<file path="config.mk">
export PLATFORM = sky130hd
export DESIGN_NAME = dcl_scan
export DESIGN_NICKNAME = d
export VERILOG_FILES = /design/src/design/dcl_pkg.sv /design/src/design/dcl_scan.sv
export SDC_FILE = /design/constraint.sdc
export NUM_CORES = 1
export LEC_CHECK = 0
export BUFFER_PORTS_ARGS = -buffer_cell sky130_fd_sc_hd__buf_2
export CORE_MARGIN = 2
export CORE_UTILIZATION = 46
export DETAILED_ROUTE_END_ITERATION = 7
export PLACE_DENSITY = 0.83
export SLEW_MARGIN = 20
export SYNTH_ARGS = -nofsm -noshare
export SYNTH_HDL_FRONTEND = slang
export SYNTH_SLANG_ARGS = --single-unit
</file>
<file path="constraint.sdc">
create_clock -name clk_i -period 3.5 [get_ports clk_i]
set_input_delay 0.7 -clock clk_i [delete_from_list [all_inputs] [get_ports clk_i]]
set_output_delay 0.7 -clock clk_i [all_outputs]
set_load 0.02 [all_outputs]
</file>
<file path="src/design/dcl_pkg.sv">
// Shared types and constants for the dominance chain length unit.
// No dependencies; imported by every design module.
package dcl_pkg;

  localparam int unsigned CoordW = 32;
  localparam int unsigned LenW   = 11;

  typedef logic signed [CoordW-1:0] coord_t;
  typedef logic        [LenW-1:0]   len_t;

  localparam len_t LenMax = {LenW{1'b1}};
  localparam len_t LenOne = len_t'(1);

  // one stored point and its chain length
  typedef struct packed {
    coord_t x;
    coord_t y;
    len_t   len;
  } entry_t;

  typedef enum logic [1:0] {
    ST_IDLE,
    ST_SCAN,
    ST_FINISH
  } state_e;

  // read and write request toward the point store
  typedef struct packed {
    logic rd_en;
    logic wr_en;
  } store_ctl_t;

endpackage

</file>
<file path="src/design/dcl_scan.sv">
// Shared compare unit: tests one stored entry a cycle, while hit_valid_i is set, against the current
// point and keeps the largest qualifying length. Depends on dcl_pkg.
module dcl_scan (
  input  logic            clk_i,
  input  logic            clr_i,
  input  logic            hit_valid_i,
  input  dcl_pkg::entry_t entry_i,
  input  dcl_pkg::coord_t px_i,
  input  dcl_pkg::coord_t py_i,
  output dcl_pkg::len_t   len_o
);
  import dcl_pkg::*;

  len_t   top_q, top_d;
  coord_t sx, sy;
  logic   hit;

  always_comb begin
    sx  = $signed(entry_i.x);
    sy  = $signed(entry_i.y);
    // stored point must sit inside [1, p] on both axes
    hit = (sx >= coord_t'(1)) && (sx <= px_i) &&
          (sy >= coord_t'(1)) && (sy <= py_i) &&
          (entry_i.len > top_q);
    top_d = top_q;
    if (clr_i) begin
      top_d = '0;
    end else if (hit_valid_i && hit) begin
      top_d = entry_i.len;
    end
  end

  always_ff @(posedge clk_i) begin
    top_q <= top_d;
  end

  // saturating increment
  assign len_o = (top_q == LenMax) ? LenMax : top_q + LenOne;

endmodule

</file>
Yosys cells after proc, flatten, opt, wreduce, memory -nomap -nowiden. Index checks and enable logic that the tools add are counted.

Bits in latches: 0. Memories kept: 0. Input bits: 142. Register bits after elaboration: 11. Bits in read-only memories: 0. RAM bits: 0.

Magnitude comparators: 5. Div/mod/pow operators: 0. Bitwise operators: 0. Add/subtract/negate cells: 1. Eq/ne operators: 1. Reductions and logical operators: 5. Shift-type cells: 0. Multiply operators: 0. Mux-type cells: 1.

Operator list (number): greater-or-equal comparator 32 x 2 -> 1 bit (second input constant) (2); less-or-equal comparator 32 bit (2); adder 11 x 1 -> 11 bit (second input constant) (1); equality test 11 bit (second input constant) (1); > comparator 11 bit (1); 2-to-1 mux 11 bit (1); logical AND 1 bit (5).

Longest topological paths before layout. Gate-level depths: netlist of run 1.

Depth in word-level cells: 6. Gate-level depth with buffers: 11. Gate-level depth less buffers: 10.

Least setup slack after synthesis of run 1. Ideal clock, no wire load.

Path kind: input-to-reg. Start: in py_i[14]. End: reg top_q[1]. Data arrival time: 2741 ps. Setup time: 87 ps. Slack: 672 ps. Buffers on the path: 1. Stages on the path: 11. Cells stage by stage: inv_1 ha_1 a21oi_1 nand2_1 a21o_1 o41ai_1 o211ai_2 mux2i_1 buf_6 or4_1 o31ai_1.

Longest elaborated chain between the ends: 4.

Ends and longest elaborated chain: from (decl) (RTL line dcl_scan.sv:9) `input dcl_pkg::coord_t py_i,`; less-or-equal comparator 32 bit (RTL line dcl_scan.sv:23) `(sy >= coord_t'(1)) && (sy <= py_i) &&`; logical AND 1 bit (2 in a row) (RTL line dcl_scan.sv:23); logical AND 1 bit (RTL line dcl_scan.sv:28) `end else if (hit_valid_i && hit) begin`; to (signal assigned) (RTL line dcl_scan.sv:34) `top_q <= top_d;`; to (decl) (RTL line dcl_scan.sv:14) `len_t top_q, top_d;`.

Every way passes these cells. A chain may end at the register's enable or synchronous reset.

Worst setup path in the final report of run 1.
Start: in entry_i[50] (netlist name). End: reg top_q[4].

Longest elaborated chain between the ends: 6.

Ends and longest elaborated chain: from (decl) (RTL line dcl_scan.sv:7) `input dcl_pkg::entry_t entry_i,`; greater-or-equal comparator 32 x 2 -> 1 bit / less-or-equal comparator 32 bit (equally long branches) (RTL line dcl_scan.sv:22) `hit = (sx >= coord_t'(1)) && (sx <= px_i) &&`; logical AND 1 bit (*) (2 in a row) (RTL line dcl_scan.sv:22); logical AND 1 bit (*) (2 in a row) (RTL line dcl_scan.sv:23); logical AND 1 bit (*) (RTL line dcl_scan.sv:28).

Mark *: on every way between the ends. The rest lies on a longest branch, timed or not.

==> results.md, run 1 <==
Run status
• **outcome** finished clean

Worst setup path
• **longest individual stage delay on the worst path** 0.70 ns
• **nature of the critical path endpoint** register
• **cell family contributing the most delay on the critical path** compound AO/OA/AOI/OAI gates
• **launch point of the worst reg-to-reg path** top_q[1]$_SDFFE_PP0P_
• **Worst Path Class, Setup** in -> reg
• **critical path's slowest cell** mux2i_1
• **required arrival time at the worst endpoint** 3.65 ns
• **sort of element at the start of the critical path** input port
• **ordered list of cells on the worst path** buf_2 -> ha_1 -> a21oi_1 -> o21ai_0 -> a221o_1 -> o31ai_1 -> o211ai_1 -> mux2i_1 -> nor3_4 -> o31ai_1
• **cell mode on critical path** o31ai_1
• **Critical path origin** entry_i[50]
• **worst-path fanout max** 13
• **total buffers and inverters traversed by the critical path** 1
• **arrival time of the worst setup path** 3.27 ns

STA
• **setup repair after global routing missed its margin** no
• **Min Clock Period, post-route** 3.12 ns
• **worst clock skew** 0.00112 ns
• **setup TNS after final layout** 0 ns
• **final max-slew violation count** 0
• **Slew @ Worst Pin** 0.872 ns
• **Max Freq** 0.321 GHz
• **final setup fails** 0
• **fin crit share** 89.1%
• **total count of hold-check failures in the final report** 0
• **relative slew slack** 40.2%
• **fin worst setup slack** 0.380 ns

Clock tree
• **clock latency on the worst-skew pair** 0.23 ns
• **root cell of the clock tree** clkbuf_8
• **clock tree from TritonCTS** done
• **clock-pin transition on the worst setup and hold timing paths** 0.05 ns
• **TritonCTS Buffers** 3
• **H-tree depth** 1
• **clk sink count** 11
• **Max clock buf depth** 2
• **number of setup buffers added after CTS** 0
• **cts hold-fix bufs** 0
• **number of cells upsized or downsized after cts** 0

Finish
• **share of layout cells above drive strength 1** 31.3%
• **register with the most flip-flops** top_q
• **Area Overhead vs Synth** 31.9%
• **commonest cells after routing, fill and taps aside** buf_2 (152), ha_1 (76), inv_1 (74)
• **most common library cell in the layout ignoring fill and taps** buf_2
• **biggest registers after layout** top_q x11
• **flip-flop count of the largest register, all copies and words added** 11
• **utilization of the core after routing** 61.9%
• **net count reported at finish** 737
• **number of antenna cells inserted** 0

Place
• **dpl hpwl** 7.07 mm
• **placement-stage worst setup slack** 0.175 ns
• **input/output buffers** 152
• **weighted congestion at the end of routability-driven global placement** 0.879

Power
• **total power draw** 569 uW
• **standby leakage power** 0.00210 uW
• **largest vdd supply drop** 0.000122 V
• **Pwr Density** 157 nW/um^2

Global route
• **pin count of the biggest net entering global routing** 22
• **via count of the first global-routing pass** 3152
• **residual overflow from global routing** 0
• **global-route wire length before repair** 12.6 mm
• **total routing resource utilization after global routing** 23.4%
• **number of antenna violations at the first check in global routing** 0

Drt
• **count of routing violations after the opening detailed-route iteration** 58
• **remaining antenna violation count** 0
• **First-pass DRT Iterations** 5
• **via count** 3186
• **overall routed net length** 7.59 mm
• **WL per Instance** 12.8 um
• **DRC violation count after routing** 0
• **Via-to-Cell Ratio** 5.37

Die
• **area of the die** 6600 sq um
• **Site Rows** 28
• **Vert. Die Dim** 81.3 um
• **effective utilization at floorplan** 46.9%
• **Die Span X** 81.3 um
• **IO Pins** 153
• **core area** 5850 sq um

Synthesis
• **mean post-synth cell area** 7.48 sq um
• **cell count after synthesis** 367
• **Synth Flop Type** dfxtp_1
• **number of storage elements in the synthesis netlist** 11
• **count of flip-flops with a built-in enable after synthesis** 0
• **proportion of synthesized flip-flops having asynchronous set or reset** 0%
• **netlist area before placement** 2750 sq um
• **count of unique library cells instantiated by Yosys** 41
• **proportion of synthesized chip area in sequential cells** 8.02%
• **Yosys warning count** 0
• **Mapped Nets** 585

Min path
• **Worst Hold Launch** top_q[10]$_SDFFE_PP0P_
• **path class of the lowest-slack min-delay path** reg -> reg

Run
• **max capacitance violation total** 0

==> where the power goes <==
group,internal [uW],total [uW],switching [uW]
clock network,79.7,124,44.7
registers,128,129,1.55
logic,153,316,162
==> cells in the mapped netlist, types with 11 or more instances <==
cell type	n	area, sq um
ha_1	76	951
dfxtp_1	11	220
inv_1	74	278
nand3_1	17	85.1
a21oi_1	21	105
nand2_1	18	67.6
nand4_1	21	131
o31ai_1	12	90.1
nand2b_1	11	68.8
or4_1	11	82.6
a21o_1	14	105
nor4_1	15	93.8
==> worst reg2reg max path, delay by kind of cell (launching register included) <==
family / cells / cell delay [ns]
adder cells (fa/ha/maj): 1 / 0.30
buffers and inverters: 2 / 0.28
flip-flops: 1 / 0.41
AND/OR/NAND/NOR: 2 / 0.66
AO/OA/AOI/OAI: 6 / 0.71
==> layout make-up <==
type / count / area [sq um]
multi-input combinational: 275 / 2210
sequential: 11 / 220
timing repair buffer: 153 / 768
inverter: 75 / 282
tap: 75 / 93.8
fill: 539 / 2230
clock buffer: 4 / 45.0
==> per-layer routing <==
| layer | track usage, % | wire, um | vias to the layer above |
|---|---|---|---|
| met2 | 47.9 | 3910 | 112 |
| met3 | 3.22 | 499 | 12 |
| li1 | - | - | 1645 |
| met4 | 4.58 | 80 | 0 |
| met1 | 25.0 | 3100 | 1417 |
| met5 | 0 | 0 | - |
==> worst paths after layout <==
path,slack [ns],cells after the start,end
min reg2reg,0.55,2,top_q[10]$_SDFFE_PP0P_
max,0.38,10,top_q[4]$_SDFFE_PP0P_
min,0.55,2,top_q[10]$_SDFFE_PP0P_
max reg2reg,1.06,11,top_q[4]$_SDFFE_PP0P_
==> metrics by stage <==
step           std cells  area (sq um)  hold WS, ns
2_1_floorplan        367          2750        0.478
3_3_place_gp         589          3580        0.517
3_5_place_dp         589          3580        0.535
4_1_cts              593          3620        0.539
5_1_grt              593          3620        0.564
6_report             593          3620        0.548
==> cells by family (layout without fill, tap and decap cells) <==
| logic type | count (synthesis) | count (layout) | share of synthesized area, % |
|---|---|---|---|
| and+or+nand+nor | 118 | 118 | 25.1 |
| DFF | 11 | 11 | 8.02 |
| xor gates and xnor gates | 8 | 8 | 2.55 |
| buffers and inverters | 81 | 232 | 11.4 |
| AOI/OAI and AO/OA | 71 | 71 | 17.5 |
| adders and majority gates | 76 | 76 | 34.6 |
| muxes | 2 | 2 | 0.729 |
No activity file was read; power rests on OpenSTA's default activity.
==> inputs of run 2 (changes only) <==
--- a/config.mk
+++ b/config.mk
@@ -9,6 +9,7 @@
 export CORE_MARGIN = 2
 export CORE_UTILIZATION = 46
 export DETAILED_ROUTE_END_ITERATION = 7
+export MAX_ROUTING_LAYER = met4
 export PLACE_DENSITY = 0.83
 export SLEW_MARGIN = 20
 export SYNTH_ARGS = -nofsm -noshare
==> run 2 against run 1 <==
Combinational power hardly changed. Clock skew stayed put. Sequential power hardly changed. Highest routed layer unchanged. Fmax is 0.18% lower. Via count is 0.19% higher. Critical path depth stayed put. Sequential cell count stayed put. Global-route usage is 0.64 points higher. Cell count stayed put. Setup slack worse by 0.0056 ns. Count of clock-buffer cells in the layout stayed put.
==> results.md, run 2 (synthesis results as in run 1) <==
Place
• **placement-stage worst setup slack** 0.175 ns, unchanged
• **dpl hpwl** 7.07 mm, unchanged
• **Post-DP Area** 3580 sq um, unchanged
• **input/output buffers** 152, unchanged
• **weighted congestion at the end of routability-driven global placement** 0.894, +1.7%

STA
• **Max Freq** 0.320 GHz, -0.18%
• **fin crit share** 89.3%, +0.16 points
• **relative slew slack** 40.2%, about the same
• **setup repair after global routing missed its margin** no
• **worst clock skew** 0.00112 ns, unchanged
• **hold_ws** 0.548 ns, unchanged
• **Min Clock Period, post-route** 3.13 ns, +0.00559 ns
• **setup TNS after final layout** 0 ns, unchanged
• **total count of hold-check failures in the final report** 0, unchanged
• **fin worst setup slack** 0.375 ns, -0.00559 ns
• **final setup fails** 0, unchanged
• **Slew @ Worst Pin** 0.872 ns, +0.0000613 ns
• **final max-slew violation count** 0, unchanged

Clock tree
• **number of cells upsized or downsized after cts** 0, unchanged
• **clock latency on the worst-skew pair** 0.23 ns, about the same
• **cts hold-fix bufs** 0, unchanged
• **number of setup buffers added after CTS** 0, unchanged
• **clock-pin transition on the worst setup and hold timing paths** 0.05 ns, about the same
• **TritonCTS Buffers** 3, unchanged
• **root cell of the clock tree** clkbuf_8
• **clk sink count** 11, unchanged
• **clock tree from TritonCTS** done
• **Max clock buf depth** 2, unchanged
• **H-tree depth** 1, unchanged

Drt
• **overall routed net length** 7.60 mm, about the same
• **DRC violation count after routing** 0, unchanged
• **remaining antenna violation count** 0, unchanged
• **via count** 3192, +0.19%
• **First-pass DRT Iterations** 4, -1
• **WL per Instance** 12.8 um, about the same
• **Via-to-Cell Ratio** 5.38, +0.19%
• **count of routing violations after the opening detailed-route iteration** 54, -6.9%

Finish
• **number of antenna cells inserted** 0, unchanged
• **flip-flop count of the largest register, all copies and words added** 11, unchanged
• **Non-Filler Cell Area, Final** 3620 sq um, unchanged
• **Area Overhead vs Synth** 31.9%, unchanged
• **net count reported at finish** 737, unchanged
• **share of layout cells above drive strength 1** 31.3%, unchanged
• **filler cell count** 539, unchanged
• **register with the most flip-flops** top_q
• **biggest registers after layout** top_q x11
• **commonest cells after routing, fill and taps aside** buf_2 (152), ha_1 (76), inv_1 (74)
• **most common library cell in the layout ignoring fill and taps** buf_2

Global route
• **total routing resource utilization after global routing** 24.0%, +0.64 points
• **met2 track demand over resource in global routing** 47.9%, unchanged
• **global routing's busiest layer** met2
• **pin count of the biggest net entering global routing** 22, unchanged
• **met1 track utilization from global routing** 25.2%, +0.13 points
• **via count of the first global-routing pass** 3153, +0.032%
• **global-route wire length before repair** 12.6 mm, -0.11%
• **residual overflow from global routing** 0, unchanged
• **number of antenna violations at the first check in global routing** 0, unchanged
• **grt met3 use** 2.89%, -0.33 points

Worst setup path
• **Worst Path Class, Setup** in -> reg
• **sort of element at the start of the critical path** input port
• **nature of the critical path endpoint** register
• **required arrival time at the worst endpoint** 3.65 ns, about the same
• **arrival time of the worst setup path** 3.27 ns, about the same
• **worst-path fanout max** 13, unchanged

Run status
• **outcome** finished clean

Die
• **core area** 5850 sq um, unchanged
• **Die Span X** 81.3 um, unchanged
• **area of the die** 6600 sq um, unchanged
• **effective utilization at floorplan** 46.9%, unchanged
• **Vert. Die Dim** 81.3 um, unchanged
• **Site Rows** 28, unchanged
• **IO Pins** 153, unchanged

Min path
• **path class of the lowest-slack min-delay path** reg -> reg

Power
• **total power draw** 569 uW, about the same
• **largest vdd supply drop** 0.000122 V, about the same
• **Pwr Density** 157 nW/um^2, about the same
• **standby leakage power** 0.00210 uW, unchanged

Run
• **max capacitance violation total** 0, unchanged

==> run 2: cell counts in the layout (fill, tap and decap cells not counted) <==
Identical to the previous run, type by type.
==> run 2: report_power, final <==
group	internal [uW]	switching, uW	total, uW
combinational	153	162	316
sequential	128	1.55	129
clock	79.7	44.7	124
==> run 2: path summary, 6_finish.rpt <==
| check | from | end | slack, ns | cells past startpoint |
|---|---|---|---|---|
| worst max-delay path | entry_i[50] | top_q[4]$_SDFFE_PP0P_ | 0.37 | 10 |
| worst min-delay path | top_q[10]$_SDFFE_PP0P_ | top_q[10]$_SDFFE_PP0P_ | 0.55 | 2 |
| worst max register to register | top_q[1]$_SDFFE_PP0P_ | top_q[4]$_SDFFE_PP0P_ | 1.06 | 11 |
| worst min register to register | top_q[10]$_SDFFE_PP0P_ | top_q[10]$_SDFFE_PP0P_ | 0.55 | 2 |
==> run 2: layout make-up <==
type / count / area (sq um) / area share [%]
Multi-Input combinational cell: 275 / 2210 / 61.1
Timing Repair Buffer: 153 / 768 / 21.2
Inverter: 75 / 282 / 7.77
Clock buffer: 4 / 45.0 / 1.24
Tap cell: 75 / 93.8 / 2.59
Sequential cell: 11 / 220 / 6.08
==> run 2: metrics by stage <==
step	util (%)	std cells
2_1_floorplan	-	367
3_3_place_gp	61.1	589
3_5_place_dp	61.1	589
4_1_cts	61.9	593
5_1_grt	61.9	593
6_report	61.9	593
==> run 2: routing by layer <==
layer | up-vias | wire length (um) | part of all wire [%]
met5 | - | 0 | 0
met4 | 0 | 80 | 1.1
met3 | 12 | 477 | 6.3
met2 | 114 | 3910 | 51
met1 | 1422 | 3130 | 41
li1 | 1644 | - | -
==> run 2: worst max-delay path, stage by stage <==
cell	delay [ns]
buf_2	0.11
ha_1	0.33
a21oi_1	0.15
o21ai_0	0.11
a221o_1	0.30
o31ai_1	0.31
o211ai_1	0.17
mux2i_1	0.70
nor3_4	0.14
o31ai_1	0.24
==> inputs of run 3 (changes only) <==
--- a/config.mk
+++ b/config.mk
@@ -11,6 +11,7 @@
 export DETAILED_ROUTE_END_ITERATION = 7
 export MAX_ROUTING_LAYER = met4
 export PLACE_DENSITY = 0.83
+export RECOVER_POWER = 50
 export SLEW_MARGIN = 20
 export SYNTH_ARGS = -nofsm -noshare
 export SYNTH_HDL_FRONTEND = slang
==> run 3 against run 2 <==
Count of clock-buffer cells in the layout unchanged. Register-to-register slack about the same. Global-route usage unchanged. Sequential cell count unchanged. Utilization decreased by 0.24 points. Non-clock buffer count unchanged. Fmax about the same. Combinational power about the same. First-iteration DRC count unchanged. Critical endpoint unchanged.
==> results.md, run 3 (synthesis results as in run 1) <==
Run status
• **outcome** finished clean

Finish
• **register with the most flip-flops** top_q
• **flip-flop count of the largest register, all copies and words added** 11, unchanged
• **share of layout cells above drive strength 1** 29.2%, -2.1 points
• **commonest cells after routing, fill and taps aside** buf_2 (141), ha_1 (76), inv_1 (74)
• **Area Overhead vs Synth** 31.4%
• **biggest registers after layout** top_q x11
• **number of antenna cells inserted** 0, unchanged
• **Non-Filler Cell Area, Final** 3610 sq um, -0.38%
• **net count reported at finish** 737, unchanged
• **most common library cell in the layout ignoring fill and taps** buf_2

Drt
• **overall routed net length** 7.62 mm, +0.32%
• **Via-to-Cell Ratio** 5.39, about the same
• **count of routing violations after the opening detailed-route iteration** 54, unchanged
• **via count** 3194, +0.063%
• **remaining antenna violation count** 0, unchanged
• **DRC violation count after routing** 0, unchanged
• **WL per Instance** 12.9 um, +0.32%
• **First-pass DRT Iterations** 4, unchanged

Clock tree
• **clock-pin transition on the worst setup and hold timing paths** 0.05 ns, about the same
• **clk sink count** 11, unchanged
• **clock latency on the worst-skew pair** 0.23 ns, about the same
• **number of setup buffers added after CTS** 0, unchanged
• **number of cells upsized or downsized after cts** 0, unchanged
• **TritonCTS Buffers** 3, unchanged
• **root cell of the clock tree** clkbuf_8
• **Max clock buf depth** 2, unchanged
• **H-tree depth** 1, unchanged
• **cts hold-fix bufs** 0, unchanged
• **clock tree from TritonCTS** done

Worst setup path
• **Levels on crit path** 10, unchanged
• **worst-path fanout max** 13, unchanged
• **termination of the worst setup path** top_q[4]$_SDFFE_PP0P_
• **Critical path origin** entry_i[50]
• **logic depth of the worst register-to-register path** 11, unchanged
• **longest individual stage delay on the worst path** 0.70 ns, about the same
• **launch point of the worst reg-to-reg path** top_q[1]$_SDFFE_PP0P_
• **arrival time of the worst setup path** 3.27 ns, about the same
• **cell family contributing the most delay on the critical path** compound AO/OA/AOI/OAI gates
• **required arrival time at the worst endpoint** 3.65 ns, about the same
• **cell mode on critical path** o31ai_1
• **critical path's slowest cell** mux2i_1
• **endpoint of the worst register-to-register path** top_q[4]$_SDFFE_PP0P_
• **nature of the critical path endpoint** register
• **ordered list of cells on the worst path** buf_2 -> ha_1 -> a21oi_1 -> o21ai_0 -> a221o_1 -> o31ai_1 -> o211ai_1 -> mux2i_1 -> nor3_4 -> o31ai_1
• **sort of element at the start of the critical path** input port
• **total buffers and inverters traversed by the critical path** 1, unchanged
• **Worst Path Class, Setup** in -> reg
• **flop2flop setup slack** 1.06 ns, about the same

Min path
• **Worst Hold Launch** top_q[10]$_SDFFE_PP0P_
• **path class of the lowest-slack min-delay path** reg -> reg

Die
• **Vert. Die Dim** 81.3 um, unchanged
• **effective utilization at floorplan** 46.9%, unchanged
• **area of the die** 6600 sq um, unchanged
• **Site Rows** 28, unchanged
• **Die Span X** 81.3 um, unchanged
• **core area** 5850 sq um, unchanged
• **IO Pins** 153, unchanged

Place
• **input/output buffers** 152, unchanged
• **placement-stage worst setup slack** 0.175 ns, unchanged
• **weighted congestion at the end of routability-driven global placement** 0.894, unchanged
• **Post-DP Area** 3580 sq um, unchanged
• **dpl hpwl** 7.07 mm, unchanged

Power
• **standby leakage power** 0.00206 uW, -2.1%
• **Pwr Density** 158 nW/um^2, +0.29%
• **largest vdd supply drop** 0.000122 V, -0.35%
• **total power draw** 569 uW, about the same

Global route
• **total routing resource utilization after global routing** 24.0%, unchanged
• **via count of the first global-routing pass** 3153, unchanged
• **residual overflow from global routing** 0, unchanged
• **global-route wire length before repair** 12.6 mm, unchanged
• **pin count of the biggest net entering global routing** 22, unchanged
• **number of antenna violations at the first check in global routing** 0, unchanged

STA
• **final setup fails** 0, unchanged
• **final max-slew violation count** 0, unchanged
• **setup TNS after final layout** 0 ns, unchanged
• **hold_ws** 0.548 ns, -0.000411 ns
• **Max Freq** 0.320 GHz, about the same
• **total count of hold-check failures in the final report** 0, unchanged
• **setup repair after global routing missed its margin** no
• **fin worst setup slack** 0.377 ns, +0.00211 ns
• **Slew @ Worst Pin** 0.868 ns, -0.00429 ns
• **fin crit share** 89.2%, about the same
• **relative slew slack** 40.5%, +0.29 points
• **Min Clock Period, post-route** 3.12 ns, -0.00211 ns
• **worst clock skew** 0.00110 ns, -0.0000217 ns

Run
• **max capacitance violation total** 0, unchanged

[run 3: area by class of cell]
type                    count  area, sq um
multi-input cells         275         2210
repair buffers            153          754
flip-flops and latches     11          220
inverters                  75          282
well taps                  75         93.8
clock buffers               4         45.0
fillers                   548         2240
[run 3: worst min path at each step]
stage | to | slack [ns] | cells past startpoint
floorplan | top_q[10]$_SDFFE_PP0P_ | 0.48 | 2
global placement | top_q[10]$_SDFFE_PP0P_ | 0.52 | 2
detailed placement | top_q[10]$_SDFFE_PP0P_ | 0.53 | 2
CTS | top_q[10]$_SDFFE_PP0P_ | 0.54 | 2
global route | top_q[10]$_SDFFE_PP0P_ | 0.56 | 2
finish | top_q[10]$_SDFFE_PP0P_ | 0.55 | 2
[run 3: power by group]
| part | leakage [uW] | internal (uW) | switching, uW | total [uW] |
|---|---|---|---|---|
| clock network | 0.0000228 | 79.7 | 44.7 | 124 |
| logic | 0.00194 | 153 | 162 | 315 |
| registers | 0.0000887 | 128 | 1.55 | 129 |
| total | 0.00206 | 360 | 209 | 569 |
[run 3: through the flow]
step,util (%),cells
floorplan,-,367
finish,61.7,593
CTS,61.9,593
global route,61.7,593
global placement,61.1,589
detailed placement,61.1,589
[run 3: routing by layer]
| metal | part of all wire, % | up-vias | track usage [%] |
|---|---|---|---|
| li1 | - | 1645 | - |
| met1 | 41 | 1423 | 25.2 |
| met2 | 51 | 114 | 47.9 |
| met3 | 6.4 | 12 | 2.89 |
| met4 | 1.0 | 0 | 4.58 |
| met5 | 0 | - | - |
[run 3: worst reg2reg max path: cells and delay by family, from the launching register on]
family	cells	cell delay [ns]
adder cells (fa/ha/maj)	1	0.29
flip-flops	1	0.41
AO/OA/AOI/OAI	6	0.70
buffers and inverters	2	0.28
AND/OR/NAND/NOR	2	0.66
